--- src/hw/rtl/angle_bias_kalman_filter_core_macros.svh ---
// Assertion macros shared by the angle/bias Kalman filter RTL.
`ifndef ANGLE_BIAS_KALMAN_FILTER_CORE_MACROS_SVH
`define ANGLE_BIAS_KALMAN_FILTER_CORE_MACROS_SVH

// Same-cycle implication, disabled during reset.
`define ABKF_ASSERT_IMP(lbl, clk, rst_n, ante, cons) \
  lbl: assert property (@(posedge clk) disable iff (!rst_n) (ante) |-> (cons)) \
    else $error("abkf: same-cycle check failed");

// Next-cycle implication, disabled during reset.
`define ABKF_ASSERT_NEXT(lbl, clk, rst_n, ante, cons) \
  lbl: assert property (@(posedge clk) disable iff (!rst_n) (ante) |=> (cons)) \
    else $error("abkf: next-cycle check failed");

`endif

--- src/hw/rtl/abkf_pkg.sv ---
// Types, constants and arithmetic helpers of the angle/bias Kalman filter.
package abkf_pkg;

  localparam int DATA_WIDTH_DEF = 32;

  localparam int WORD_W    = 32;
  localparam int DT_W      = 24;
  localparam int FRAC_W    = 24;
  localparam int CFG_IDX_W = 3;

  localparam int MUL_A_W  = 36;
  localparam int MUL_B_W  = 33;
  localparam int PROD_W   = MUL_A_W + MUL_B_W;
  localparam int RND_W    = PROD_W - FRAC_W;
  localparam int SAT_IN_W = 48;
  localparam int INNER_W  = 36;

  localparam int NUM_W  = WORD_W + FRAC_W;
  localparam int DEN_W  = WORD_W + 2;
  localparam int NMAG_W = NUM_W;
  localparam int DMAG_W = DEN_W;
  localparam int QUO_W  = WORD_W + 1;
  localparam int REM_W  = DMAG_W + 1;
  localparam int CNT_W  = $clog2(NMAG_W);

  localparam logic [WORD_W-1:0] PNA_RST = WORD_W'(16777);
  localparam logic [WORD_W-1:0] PNB_RST = WORD_W'(50332);
  localparam logic [WORD_W-1:0] MN_RST  = WORD_W'(503316);

  typedef enum logic [CFG_IDX_W-1:0] {
    CFG_PNA,
    CFG_PNB,
    CFG_MN,
    CFG_IA,
    CFG_IB
  } cfg_idx_e;

  typedef enum logic [4:0] {
    ST_IDLE,
    ST_RATE,
    ST_M_ANG,
    ST_W_ANG,
    ST_M_P11,
    ST_W_P11,
    ST_M_INNER,
    ST_W_INNER,
    ST_M_PNB,
    ST_W_PNB,
    ST_DIV_START,
    ST_DIV_WAIT,
    ST_M_K0Y,
    ST_W_K0Y,
    ST_M_K1Y,
    ST_W_K1Y,
    ST_M_C10,
    ST_W_C10,
    ST_M_C11,
    ST_W_C11,
    ST_M_C00,
    ST_W_C00,
    ST_M_C01,
    ST_W_C01,
    ST_OUT
  } state_e;

  localparam logic signed [PROD_W-1:0] RND_HALF = PROD_W'(1) << (FRAC_W - 1);

  // Round half up to the result format: floor((p + half) / 2^24).
  function automatic logic signed [RND_W-1:0] rnd(input logic signed [PROD_W-1:0] p);
    logic signed [PROD_W-1:0] tmp;
    tmp = p + RND_HALF;
    return $signed(tmp[PROD_W-1:FRAC_W]);
  endfunction

  // Clamp to a signed word of sat_w bits, returned sign-extended to WORD_W.
  function automatic logic signed [WORD_W-1:0] sat_word(
    input logic signed [SAT_IN_W-1:0] v,
    input int                         sat_w
  );
    logic signed [SAT_IN_W-1:0] hi;
    logic signed [SAT_IN_W-1:0] lo;
    hi = $signed((SAT_IN_W'(1) << (sat_w - 1)) - SAT_IN_W'(1));
    lo = ~hi;
    if (v > hi) begin
      return hi[WORD_W-1:0];
    end else if (v < lo) begin
      return lo[WORD_W-1:0];
    end
    return v[WORD_W-1:0];
  endfunction

endpackage

--- src/hw/rtl/abkf_mul.sv ---
// Shared signed multiplier with a registered product.
module abkf_mul import abkf_pkg::*; (
  input  logic                      clk_i,
  input  logic signed [MUL_A_W-1:0] a_i,
  input  logic signed [MUL_B_W-1:0] b_i,
  output logic signed [PROD_W-1:0]  prod_o
);

  logic signed [PROD_W-1:0] prod_q;

  always_ff @(posedge clk_i) begin
    prod_q <= PROD_W'(a_i) * PROD_W'(b_i);
  end

  assign prod_o = prod_q;

endmodule

--- config.mk ---
export PLATFORM = sky130hd
export DESIGN_NAME = abkf_mul
export DESIGN_NICKNAME = d
export VERILOG_FILES = /design/src/hw/rtl/angle_bias_kalman_filter_core_macros.svh /design/src/hw/rtl/abkf_pkg.sv /design/src/hw/rtl/abkf_mul.sv
export SDC_FILE = /design/constraint.sdc
export NUM_CORES = 2
export LEC_CHECK = 0
export ABC_CLOCK_PERIOD_IN_PS = 10000
export BUFFER_PORTS_ARGS = -buffer_cell sky130_fd_sc_hd__buf_2
export CAP_MARGIN = 15
export CORE_ASPECT_RATIO = 0.6
export CORE_MARGIN = 2
export CORE_UTILIZATION = 34
export DETAILED_ROUTE_END_ITERATION = 12
export PLACE_DENSITY_LB_ADDON = 0.1
export SYNTH_ARGS = -nofsm -noshare
export SYNTH_HDL_FRONTEND = slang
export SYNTH_SLANG_ARGS = --single-unit
--- constraint.sdc ---
create_clock -name clk_i -period 10 [get_ports clk_i]
set_clock_uncertainty 0.1 [all_clocks]
set_input_delay 0.5 -clock clk_i [delete_from_list [all_inputs] [get_ports clk_i]]
set_output_delay 0.5 -clock clk_i [all_outputs]
set_load 0.03 [all_outputs]
### Word-level counts from Yosys, hierarchy flattened

Cells that the tools add are included.

* bits in registers: 69

* multipliers: 1

Operator list (count)
* multiplier 36 x 33 -> 69 bit: 1

### Logic depth before layout (Yosys ltp)

* depth in word-level cells: 1
* gate-level depth with buffers: 29
* depth with buffers taken out: 27

### Worst setup path before layout

Ideal clock, no wire load.

* kind: input to register
* start point: input port a_i[35]
* end point: register prod_q[66], in the netlist prod_o[66]
* setup time: 120 ps
* arrival: 7769 ps
* data required time: 9780 ps
* path slack: 2011 ps
* stages on the path: 25
* buffers on the path: 2
* cells stage by stage: clkbuf_1 > and2_1 > fa_1 > fa_1 > fa_1 > fa_1 > inv_1 > fa_1 > inv_1 > fa_1 > fa_1 > inv_1 > fa_1 > inv_1 > ha_1 > clkbuf_1 > and3_1 > and2_1 > and3_1 > a21oi_1 > o21a_1 > o21ai_2 > and2_1 > o41a_1 > xor2_1

* word-level cells in the longest chain between the ends: 1

Ends and longest elaborated chain
* start, declared: RTL line abkf_mul.sv:4 `input logic signed [MUL_A_W-1:0] a_i,`
* multiplier 36 x 33 -> 69 bit: RTL line abkf_mul.sv:12 `prod_q <= PROD_W'(a_i) * PROD_W'(b_i);`
* end signal, assigned: RTL line abkf_mul.sv:12
* end, declared: RTL line abkf_mul.sv:9 `logic signed [PROD_W-1:0] prod_q;`

No other way between the ends.

### Worst setup path in the final report

* start point: input port b_i[6]
* end point: register prod_q[61], in the netlist prod_o[61]

* word-level cells in the longest chain between the ends: 1

Ends and longest elaborated chain
* start, declared: RTL line abkf_mul.sv:5 `input logic signed [MUL_B_W-1:0] b_i,`
* multiplier 36 x 33 -> 69 bit: RTL line abkf_mul.sv:12

No other way between the ends.

==> impl_metrics.toml <==
[status]
status = "finished, final reports clean"

[timing]
setup_violations = 0
rsz0062_at_grt = "no"
fmax_mhz = 110
fin_tns_setup_ns = 0
period_share_pct = 90.6
worst_slew_pin_slew_ns = 1.15
slew_headroom_pct = 23.1
hold_viol_final = 0
fin_ws_ns = 0.938
drv_slew = 0
period_needed_ns = 9.06

[route]
ant_nets = 0
first_iter_violations = 2417
via_count = 29700
drc_errors = 0
drtPass1Iterations = 5
avgRoutedWirePerCell_um = 24.4
viasPerCell = 4.70
wirelength_um = 155000

[cells_and_area]
fin_nets = 6150
multi_input_area_um2 = 36400
register_area_um2 = 1380
largest_reg_flops = 69
areaGrowthSynthToFinish_pct = 6.54
fillers = 13100
final_core_util_pct = 36.5
drive_gt1_share_pct = 5.43
fin_cells = 6326

[place]
dpl.hpwl_um = 129000
gp_routability_congestion = 0.868
dp_slack_ns = 0.579
placed_cells = 6307
io_buffers = 138

[global_routing]
grt_pass1_wl_um = 231000
antenna_found_initial = 10
grtUsageTotal_pct = 24.7
grt-ovfl-total = 0
grt_pass1_vias = 31900
grt_max_degree = 37

[run]
max_cap_viol_count = 0

[logic_synthesis]
synthArstFlopShare_pct = 0
synthAdderAreaFrac_pct = 63.7
synthSimpleGateAreaFrac_pct = 15.5
synth_compound_area_share_pct = 3.30
ys_seq_area_share_pct = 3.19
synth_xor_area_share_pct = 1.56
yosys_warnings = 0
synthMuxAreaShare_pct = 0
synth-seq-cells = 69
synth_area_um2 = 43300
syn_inst = 4636
synth_ff_type = "dfxtp_1"
synth_top_family_by_area = "adder cells"
syn_nets = 6167
syn_avg_cell_area_um2 = 9.34
synth_edf_count = 0
synth_cell_type_count = 54

[worst_setup_path]
arrival_ns = 9.20
cp-end-kind = "flip-flop"
cpPeakStageDelay_ns = 0.79
crit_path_max_fanout = 36
slowest_stage = "buf_2"
timing.critical_path.mode_cell = "fa_1"
start_kind = "input pin"
crit_required_ns = 10.14
path_class = "in2reg"

[die]
coreArea_um2 = 126000
die_area_um2 = 130000
die_x_um = 465
die_h_um = 280
rows = 101
num_io_pins = 139
initial_core_util_pct = 34.2

[clocking]
htreeDepth = 3
cts_hold_buffers = 0
cts.path.max_buffers = 2
cts.clk_slew.worst_paths_ns = 0.06
cts_post_setup_buffers_inserted = 0
cts_sinks = 69
cts_resized = 0
cts_tree = "built"
cts-root-buf = "clkbuf_16"
numCtsBuffers = 9

[worst_hold_path]
hold_class = "in2reg"
==> cell families after synthesis <==
group           after synthesis
buf+inv                    1469
fa+ha+maj                  1461
simple gates               1347
compound gates              213
xor+xnor                     77
flops                        69
==> placed cells by master (no fill, tap or decap), types with 4 or more instances in the layout <==
master,n
a41oi_1,4
buf_2,138
nor2_1,72
nor2b_1,5
inv_1,1223
nor3_1,13
o21ai_0,36
a21o_1,24
o21bai_1,9
and3_1,5
clkbuf_16,9
a21oi_1,68
and2_1,602
buf_4,79
o21a_1,7
nand2_1,602
nand3_1,9
o211ai_1,9
xnor2_1,48
nand4_1,16
dfxtp_1,69
nand2b_1,14
fa_1,1238
o31ai_1,6
xor2_1,29
a31oi_1,7
a211oi_1,8
o21ai_1,6
ha_1,223
==> path summary, 6_finish.rpt <==
path	cells past startpoint	end	startpoint	slack (ns)
max	27	prod_o[61]	b_i[6]	0.94
min	2	prod_o[0]	b_i[0]	0.78
==> metrics by stage <==
step	cell area, µm²	hold slack, ns
2_1_floorplan	43300	0.527
3_3_place_gp	45800	0.834
3_5_place_dp	45800	0.834
4_1_cts	46100	0.773
5_1_grt	46100	0.789
6_report	46200	0.783
==> worst max-delay path: cells and delay by family <==
family | cells | cell delay (ns)
and+or+nand+nor | 4 | 0.81
xor gates and xnor gates | 1 | 0.14
AOI/OAI and AO/OA | 5 | 1.12
buffers and inverters | 8 | 1.97
adders and majority gates | 9 | 4.58
==> final cells by class <==
cell class	count	area share (%)
Multi-Input combinational cell	3098	78.9
Inverter	1224	9.95
Tap cell	1699	4.61
Sequential cell	69	2.99
Timing Repair Buffer	217	2.78
Clock buffer	10	0.518
Clock inverter	6	0.258
Antenna cell	3	0.0163
==> cells in the mapped netlist (all sizes together) (7+ instances only) <==
library cell / number / share of area (%)
clkbuf: 238 / 2.1
nand2: 603 / 5.2
nand4: 17 / 0.26
nand2b: 14 / 0.20
o31ai: 7 / 0.15
o21ai: 44 / 0.53
fa: 1238 / 57
o21bai: 9 / 0.16
a21o: 24 / 0.42
buf: 7 / 0.11
nor2: 72 / 0.62
a211oi: 11 / 0.24
ha: 223 / 6.4
nor3: 13 / 0.15
o211ai: 9 / 0.16
xor2: 29 / 0.59
nand3: 9 / 0.10
inv: 1224 / 11
a21oi: 71 / 0.85
dfxtp: 69 / 3.2
and2: 602 / 8.7
o21a: 7 / 0.12
a31oi: 7 / 0.10
xnor2: 48 / 0.97
==> routing by layer <==
layer	GRT usage (%)	up-vias	wire, µm
li1	-	13000	-
met2	28.3	1080	51500
met3	10.9	50	20100
met4	2.33	0	1220
met1	41.3	15600	81700
met5	0	-	0
Power is left out: the tool's default activity adds up to more than one toggle a clock period on the data nets, which glitch-free logic cannot reach.
