<file path="config.mk">
export PLATFORM = sky130hd
export DESIGN_NAME = abkf_div
export DESIGN_NICKNAME = d
export VERILOG_FILES = /design/src/hw/rtl/angle_bias_kalman_filter_core_macros.svh /design/src/hw/rtl/abkf_pkg.sv /design/src/hw/rtl/abkf_div.sv
export SDC_FILE = /design/constraint.sdc
export NUM_CORES = 1
export LEC_CHECK = 0
export BUFFER_PORTS_ARGS = -buffer_cell sky130_fd_sc_hd__clkbuf_2
export CAP_MARGIN = 20
export CORE_ASPECT_RATIO = 0.8
export CORE_MARGIN = 2
export CORE_UTILIZATION = 55
export DETAILED_ROUTE_END_ITERATION = 7
export PLACE_DENSITY = 0.81
export SYNTH_ARGS = -nofsm -noshare
export SYNTH_HDL_FRONTEND = slang
export SYNTH_SLANG_ARGS = --single-unit
export TNS_END_PERCENT = 100
</file>
<file path="constraint.sdc">
create_clock -name clk_i -period 7.05 [get_ports clk_i]
set_input_delay 1.0575 -clock clk_i [delete_from_list [all_inputs] [get_ports clk_i]]
set_output_delay 1.0575 -clock clk_i [all_outputs]
set_load 0.03 [all_outputs]
</file>
<file path="src/hw/rtl/angle_bias_kalman_filter_core_macros.svh">
// Assertion macros shared by the angle/bias Kalman filter RTL.
`ifndef ANGLE_BIAS_KALMAN_FILTER_CORE_MACROS_SVH
`define ANGLE_BIAS_KALMAN_FILTER_CORE_MACROS_SVH

// Same-cycle implication, disabled during reset.
`define ABKF_ASSERT_IMP(lbl, clk, rst_n, ante, cons) \
  lbl: assert property (@(posedge clk) disable iff (!rst_n) (ante) |-> (cons)) \
    else $error("abkf: same-cycle check failed");

// Next-cycle implication, disabled during reset.
`define ABKF_ASSERT_NEXT(lbl, clk, rst_n, ante, cons) \
  lbl: assert property (@(posedge clk) disable iff (!rst_n) (ante) |=> (cons)) \
    else $error("abkf: next-cycle check failed");

`endif

</file>
<file path="src/hw/rtl/abkf_pkg.sv">
// Types, constants and arithmetic helpers of the angle/bias Kalman filter.
package abkf_pkg;

  localparam int DATA_WIDTH_DEF = 32;

  localparam int WORD_W    = 32;
  localparam int DT_W      = 24;
  localparam int FRAC_W    = 24;
  localparam int CFG_IDX_W = 3;

  localparam int MUL_A_W  = 36;
  localparam int MUL_B_W  = 33;
  localparam int PROD_W   = MUL_A_W + MUL_B_W;
  localparam int RND_W    = PROD_W - FRAC_W;
  localparam int SAT_IN_W = 48;
  localparam int INNER_W  = 36;

  localparam int NUM_W  = WORD_W + FRAC_W;
  localparam int DEN_W  = WORD_W + 2;
  localparam int NMAG_W = NUM_W;
  localparam int DMAG_W = DEN_W;
  localparam int QUO_W  = WORD_W + 1;
  localparam int REM_W  = DMAG_W + 1;
  localparam int CNT_W  = $clog2(NMAG_W);

  localparam logic [WORD_W-1:0] PNA_RST = WORD_W'(16777);
  localparam logic [WORD_W-1:0] PNB_RST = WORD_W'(50332);
  localparam logic [WORD_W-1:0] MN_RST  = WORD_W'(503316);

  typedef enum logic [CFG_IDX_W-1:0] {
    CFG_PNA,
    CFG_PNB,
    CFG_MN,
    CFG_IA,
    CFG_IB
  } cfg_idx_e;

  typedef enum logic [4:0] {
    ST_IDLE,
    ST_RATE,
    ST_M_ANG,
    ST_W_ANG,
    ST_M_P11,
    ST_W_P11,
    ST_M_INNER,
    ST_W_INNER,
    ST_M_PNB,
    ST_W_PNB,
    ST_DIV_START,
    ST_DIV_WAIT,
    ST_M_K0Y,
    ST_W_K0Y,
    ST_M_K1Y,
    ST_W_K1Y,
    ST_M_C10,
    ST_W_C10,
    ST_M_C11,
    ST_W_C11,
    ST_M_C00,
    ST_W_C00,
    ST_M_C01,
    ST_W_C01,
    ST_OUT
  } state_e;

  localparam logic signed [PROD_W-1:0] RND_HALF = PROD_W'(1) << (FRAC_W - 1);

  // Round half up to the result format: floor((p + half) / 2^24).
  function automatic logic signed [RND_W-1:0] rnd(input logic signed [PROD_W-1:0] p);
    logic signed [PROD_W-1:0] tmp;
    tmp = p + RND_HALF;
    return $signed(tmp[PROD_W-1:FRAC_W]);
  endfunction

  // Clamp to a signed word of sat_w bits, returned sign-extended to WORD_W.
  function automatic logic signed [WORD_W-1:0] sat_word(
    input logic signed [SAT_IN_W-1:0] v,
    input int                         sat_w
  );
    logic signed [SAT_IN_W-1:0] hi;
    logic signed [SAT_IN_W-1:0] lo;
    hi = $signed((SAT_IN_W'(1) << (sat_w - 1)) - SAT_IN_W'(1));
    lo = ~hi;
    if (v > hi) begin
      return hi[WORD_W-1:0];
    end else if (v < lo) begin
      return lo[WORD_W-1:0];
    end
    return v[WORD_W-1:0];
  endfunction

endpackage

</file>
<file path="src/hw/rtl/abkf_div.sv">
// Restoring divider, one quotient bit per cycle, two dividends over one divisor.
module abkf_div import abkf_pkg::*; #(
  parameter int DATA_WIDTH = DATA_WIDTH_DEF
) (
  input  logic                     clk_i,
  input  logic                     rst_ni,
  input  logic                     start_i,
  input  logic signed [NUM_W-1:0]  num_i [2],
  input  logic signed [DEN_W-1:0]  den_i,
  output logic                     busy_o,
  output logic signed [WORD_W-1:0] quo_o [2]
);

  localparam int SAT_W = (DATA_WIDTH < WORD_W) ? DATA_WIDTH : WORD_W;
  localparam logic [SAT_IN_W-1:0] BIG = SAT_IN_W'(1) << (WORD_W + 8);

  logic              busy_q;
  logic [CNT_W-1:0]  cnt_q;
  logic [DMAG_W-1:0] dmag_q;
  logic              zero_q;
  logic [NMAG_W-1:0] nsh_q  [2];
  logic [REM_W-1:0]  rem_q  [2];
  logic [QUO_W-1:0]  quo_q  [2];
  logic              neg_q  [2];
  logic              ovf_q  [2];

  logic [DMAG_W-1:0] dmag;
  logic [NMAG_W-1:0] nmag  [2];
  logic [REM_W-1:0]  trial [2];

  assign dmag = den_i[DEN_W-1] ? DMAG_W'(-den_i) : DMAG_W'(den_i);

  always_comb begin
    for (int l = 0; l < 2; l++) begin
      nmag[l]  = num_i[l][NUM_W-1] ? NMAG_W'(-num_i[l]) : NMAG_W'(num_i[l]);
      trial[l] = {rem_q[l][REM_W-2:0], nsh_q[l][cnt_q]};
    end
  end

  always_ff @(posedge clk_i or negedge rst_ni) begin
    if (!rst_ni) begin
      busy_q <= 1'b0;
      cnt_q  <= '0;
    end else if (start_i) begin
      busy_q <= 1'b1;
      cnt_q  <= CNT_W'(QUO_W - 1);
    end else if (busy_q) begin
      if (cnt_q == '0) begin
        busy_q <= 1'b0;
      end else begin
        cnt_q <= cnt_q - CNT_W'(1);
      end
    end
  end

  always_ff @(posedge clk_i) begin
    if (start_i) begin
      dmag_q <= dmag;
      zero_q <= (den_i == '0);
      for (int l = 0; l < 2; l++) begin
        nsh_q[l] <= nmag[l];
        rem_q[l] <= REM_W'(nmag[l][NMAG_W-1:QUO_W]);
        quo_q[l] <= '0;
        neg_q[l] <= num_i[l][NUM_W-1] ^ den_i[DEN_W-1];
        // quotient would need more than QUO_W bits
        ovf_q[l] <= (REM_W'(nmag[l][NMAG_W-1:QUO_W]) >= REM_W'(dmag));
      end
    end else if (busy_q) begin
      for (int l = 0; l < 2; l++) begin
        if (trial[l] >= REM_W'(dmag_q)) begin
          rem_q[l] <= trial[l] - REM_W'(dmag_q);
          quo_q[l] <= {quo_q[l][QUO_W-2:0], 1'b1};
        end else begin
          rem_q[l] <= trial[l];
          quo_q[l] <= {quo_q[l][QUO_W-2:0], 1'b0};
        end
      end
    end
  end

  always_comb begin
    logic signed [SAT_IN_W-1:0] mag;
    for (int l = 0; l < 2; l++) begin
      mag = ovf_q[l] ? $signed(BIG) : $signed(SAT_IN_W'(quo_q[l]));
      if (zero_q) begin
        quo_o[l] = '0;
      end else begin
        quo_o[l] = sat_word(neg_q[l] ? -mag : mag, SAT_W);
      end
    end
  end

  assign busy_o = busy_q;

endmodule

</file>
# --- Yosys cells after proc, flatten, opt, wreduce, memory -nomap -nowiden ---
# Memory sizes are Yosys's and may differ from the RTL's.
# Index checks and enable logic that the tools add are counted.
# Widths: inputs -> output; s select.
op_classes:
  addsub: 8
  order_cmp: 9
  eq_ne: 1
  n_mux: 57
  bitwise: 10
  n_reduce_logical: 4
op_table:
  columns: ["operator", "count"]
  rows:
  - ["$mux 32", 8]
  - ["$mux 35", 4]
  - ["$mux 33", 4]
  - ["$mux 56", 2]
  - ["$neg 56->56", 2]
  - ["$gt 48x32->1 const B", 2]
  - ["$lt 48x32->1 const B", 2]
  - ["$mux 48", 2]
  - ["$neg 41->48", 2]
  - ["$mux 41", 2]
  - ["$ge 35x34->1", 2]
  - ["$sub 35x34->35", 2]
  - ["$ge 23x34->1", 2]
  - ["$logic_not 34->1", 1]
  - ["$mux 34", 1]
  - ["$neg 34->34", 1]
  - ["$mux 1", 29]
  - ["$mux 6", 3]
  - ["$bmux 1 s6", 2]
  - ["$or 1x1->1", 8]
  - ["$lt 6x7->1 const B", 1]
  - ["$logic_not 6->1", 1]
  - ["$sub 6x1->6 const B", 1]
  - ["$ne 2x2->1 const B", 1]
  - ["3 further kinds", 4]
word_totals:
  reg_bits: 42
  ram_bits: 252
  out_inout_bits: 65
  word_cells: 98
  memories: 5
mem_list:
  columns: ["name", "words", "word_bits", "rd", "rd_ports_with_merged_regs", "wr", "line", "rtl"]
  rows:
  - ["nsh_q", 2, 56, 2, 0, 2, "abkf_div.sv:21", "logic [NMAG_W-1:0] nsh_q [2];"]
  - ["rem_q", 2, 35, 2, 0, 2, "abkf_div.sv:22", "logic [REM_W-1:0] rem_q [2];"]
  - ["quo_q", 2, 33, 2, 0, 2, "abkf_div.sv:23", "logic [QUO_W-1:0] quo_q [2];"]
  - ["neg_q", 2, 1, 2, 0, 2, "abkf_div.sv:24", "logic neg_q [2];"]
  - ["ovf_q", 2, 1, 2, 0, 2, "abkf_div.sv:25", "logic ovf_q [2];"]

# --- Longest topological paths before layout ---
depth:
  word_depth: 9
  depth_mapped: 20
  depth_no_buf: 19

# --- Least setup slack after synthesis ---
# OpenSTA, ideal clock, no wires.
synth_timing:
  path_kind: "input to register"
  from: "input num_i[72] (netlist name)"
  to: "memory ovf_q[0][0], data pin"
  setup_ns: 0.259
  arrival_ns: 5.136
  t_required_ns: 6.791
  path_slack_ns: 1.655
  path_stages: 19
  path_buffers: 1
  cell_sequence: "or4_4 or3_4 or3_1 or3_1 buf_2 or3_4 or3_4 o31ai_2 xnor2_1 ha_1 nand4_1 o21ai_0 a21oi_1 o21ai_0 a21oi_1 o21ai_0 a21oi_1 a2111oi_0 o31a_1"
synth_lines:
  columns: ["element", "line", "rtl"]
  rows:
  - ["start, declared", "abkf_div.sv:8", "input logic signed [NUM_W-1:0] num_i [2],"]
  - ["end, declared", "abkf_div.sv:25", null]

==> summary.txt <==
Status
  • Outcome: completed

Die
  • Row cnt: 64
  • Starting density of the core: 0.5619
  • Die X: 225.8 µm
  • Die height: 181.4 µm
  • Num ports: 214
  • Core footprint: 38520 µm²
  • Die Footprint: 40970 µm²

STA
  • Fin Hold WS: 0.3098 ns
  • Share of the clock period used by the worst path: 0.8190
  • Fmax: 173.2 MHz
  • Slew @ Worst Pin: 1.154 ns
  • Clk_skew: 0.03273 ns
  • RSZ-0062 raised after global routing: no
  • Final Hold Viols: 0
  • Relative slew slack: 0.2237
  • Final Max Tran Viols: 0
  • Setup TNS: 0 ns
  • Final setup violation count: 0
  • Crit path time final: 5.774 ns

Worst setup path
  • CP Max Fanout: 30
  • Critical path's slowest cell: or2_1
  • Kind of critical path: flop to primary output
  • R2r endpoint: rem_q[1][20]$_DFFE_PP_
  • Critical Path Source Type: flop
  • CP peak stage delay: 0.71 ns
  • Crit-path cells: buf_4 > inv_1 > nand2_1 > ha_1 > o21a_1 > o21ai_0 > or3_1 > nor3_1 > xnor2_1 > o211a_1 > or2_1 > a21oi_1 > clkbuf_2
  • Register-to-register path setup slack: 1.37 ns
  • CP endpoint: quo_o[3]
  • CP arrival: 4.72 ns
  • Setup crit end kind: primary output
  • Worst Path Required: 5.99 ns
  • Reg2reg path depth: 15
  • Launch point of the worst path: ovf_q[0][1]$_DFFE_PP_
  • RR Startpoint: cnt_q[0]$_DFFE_PN0P_

Synth
  • Async S/R FF share, synth: 0.02397
  • Post-synthesis sequential element count: 292
  • Syn Nets: 2519
  • Post-synth cell types: 78
  • Ys Warns: 0
  • Post-Syn Instances: 2247
  • Avg Cell Area, Syn: 9.633 µm²
  • Synth Flop Type: edfxtp_1
  • Mapped Area: 21640 µm²
  • Number of synthesized flops with an enable pin: 284
  • Seq/Total Area, Yosys: 0.4030

Route
  • Routed WL per cell: 20.52 µm
  • Total number of vias: 18.99k
  • DR DRC count: 0
  • WL final: 60940 µm
  • DRT iter0 DRCs: 2555
  • DR vias/cell: 6.395
  • Routed Antenna Nets: 0
  • First-pass iteration count of the detailed router: 7

Clocking
  • Root buffer cell: clkbuf_16
  • CTS resizes: 0
  • Clock buffer depth: 3
  • CTS H-tree depth: 1
  • Worst-path clk slew: 0.07 ns
  • CTS tree: done
  • CTS Buf Count: 31
  • Setup repair bufs after CTS: 0
  • Cts hold-fix bufs: 0
  • # clock sinks: 292
  • Clk_lat worst skew: 0.60 ns

Finish
  • Non-filler cells in the finished layout: 2970
  • Share of post-route cells with drive strength above 1: 0.1544
  • Most common cell after layout, fill and taps aside: edfxtp_1
  • Area grow syn2layout: 12.22%
  • Most frequent cells in the layout: 284 x edfxtp_1, 244 x nand2_1, 212 x clkbuf_2
  • Utilization after layout: 0.6306
  • Final #Nets: 2688

Global routing
  • Met1 GRT Util: 0.4181
  • Met3 Use GR: 0.06149
  • Total grt overflow: 0
  • Pin count of the biggest net entering global routing: 75
  • Number of global-route vias before repair: 17.78k
  • Gr busiest metal: met2
  • Total GRT Usage: 0.2917
  • Met2 global-route usage: 0.4487
  • First-pass GRT wire length: 94810 µm
  • Initial antenna violation count: 2

Job
  • Max-cap violations: 0

Place
  • Post-DP HPWL: 45240 µm
  • IO buf count: 213
  • GPL Wtd Cong: 0.9882
  • Placed instance count: 2910

Power and ir drop
  • Static Leak: 9.722 nW
  • PD cells: 408.8 nW/µm²
  • Maximum vdd drop: 0.2262 mV
  • Total power: 9.930 mW

Min path
  • Worst hold path type: primary input to asynchronous set/reset pin
-- synth_stat cells (30+ instances only) --
library cell | count | share of area
mux4_2 | 33 | 0.034
and2_1 | 71 | 0.021
ha_1 | 121 | 0.070
nand3_1 | 34 | 0.0079
a21oi_1 | 175 | 0.040
nand2_1 | 244 | 0.042
or3_1 | 41 | 0.012
inv_1 | 96 | 0.017
xor2_1 | 30 | 0.012
edfxtp_1 | 284 | 0.39
nor3_1 | 34 | 0.0079
o31ai_1 | 54 | 0.019
clkbuf_1 | 88 | 0.015
o21ai_0 | 121 | 0.028
a21o_1 | 48 | 0.017
nor2_1 | 147 | 0.025
a31oi_1 | 51 | 0.015
xnor2_1 | 207 | 0.084
-- where the power goes --
part / total, mW / internal, mW / leakage [nW] / switching (mW)
Combinational: 5.47 / 2.13 / 6.10 / 3.35
Sequential: 2.72 / 2.38 / 3.10 / 0.334
Clock: 1.74 / 1.01 / 0.527 / 0.727
-- metal layers --
| metal | vias up | routed length (µm) | part of all wire |
|---|---|---|---|
| met2 | 1080 | 26990 | 0.44 |
| met5 | - | 0 | 0 |
| met4 | 0 | 1838 | 0.030 |
| li1 | 8729 | - | - |
| met3 | 162 | 6956 | 0.11 |
| met1 | 9021 | 25150 | 0.41 |
-- through the flow --
stage,setup slack (ns),area [µm²]
global route,0.9414,24290
finish,1.276,24290
global placement,1.190,23190
detailed placement,1.005,23190
CTS,1.354,24270
floorplan,1.655,21640
-- flip-flops by register name (all words and copies together) (netlist names) --
name    cells
zero_q      1
dmag_q     34
nsh_q     112
neg_q       2
ovf_q       2
quo_q      66
busy_o      1
rem_q      68
cnt_q       6
-- how the worst min path moves through the flow --
| stage | startpoint | end | slack [ns] | cells past startpoint |
|---|---|---|---|---|
| 4_1_cts | rst_ni | cnt_q[3]$_DFFE_PN0P_ | 0.29 | 1 |
| 3_5_place_dp | rem_q[0][26]$_SDFFCE_PP0P_ | rem_q[0][27]$_SDFFCE_PP0P_ | 0.56 | 2 |
| 3_3_place_gp | rem_q[0][26]$_SDFFCE_PP0P_ | rem_q[0][27]$_SDFFCE_PP0P_ | 0.54 | 2 |
| 5_1_grt | rst_ni | cnt_q[3]$_DFFE_PN0P_ | 0.30 | 1 |
| 2_1_floorplan | quo_q[1][0]$_SDFFE_PP0P_ | quo_q[1][0]$_SDFFE_PP0P_ | 0.51 | 2 |
| 6_report | rst_ni | cnt_q[3]$_DFFE_PN0P_ | 0.31 | 1 |
-- final cells by class --
type,instances,area [µm²]
antenna,1,2.502
clock buffer,34,797.0
clock inverter,24,284.0
fill,3027,14230
inverter,96,360.3
multi-input combinational,1759,12210
sequential,292,8725
tap,528,660.6
timing repair buffer,236,1252
-- logic make-up (layout without fill, tap and decap cells) --
group	after synthesis	count (layout)	share of synthesized area
other	0	1	0
buffers and inverters	196	390	0.03405
XOR/XNOR	237	237	0.09590
AO/OA/AOI/OAI	612	612	0.1807
AND/OR/NAND/NOR	726	726	0.1661
multiplexers	61	61	0.04844
adder cells (fa/ha/maj)	123	123	0.07180
flip-flops	292	292	0.4030
-- critical path, delay by kind of cell (launching register included) --
kind                     cells  cell delay (ns)
AO/OA/AOI/OAI                4             0.76
flip-flops                   1             0.33
AND/OR/NAND/NOR              4             1.66
buffers and inverters        3             0.97
XOR/XNOR                     1             0.16
adder cells (fa/ha/maj)      1             0.22
(Power assumes the default switching activity.)
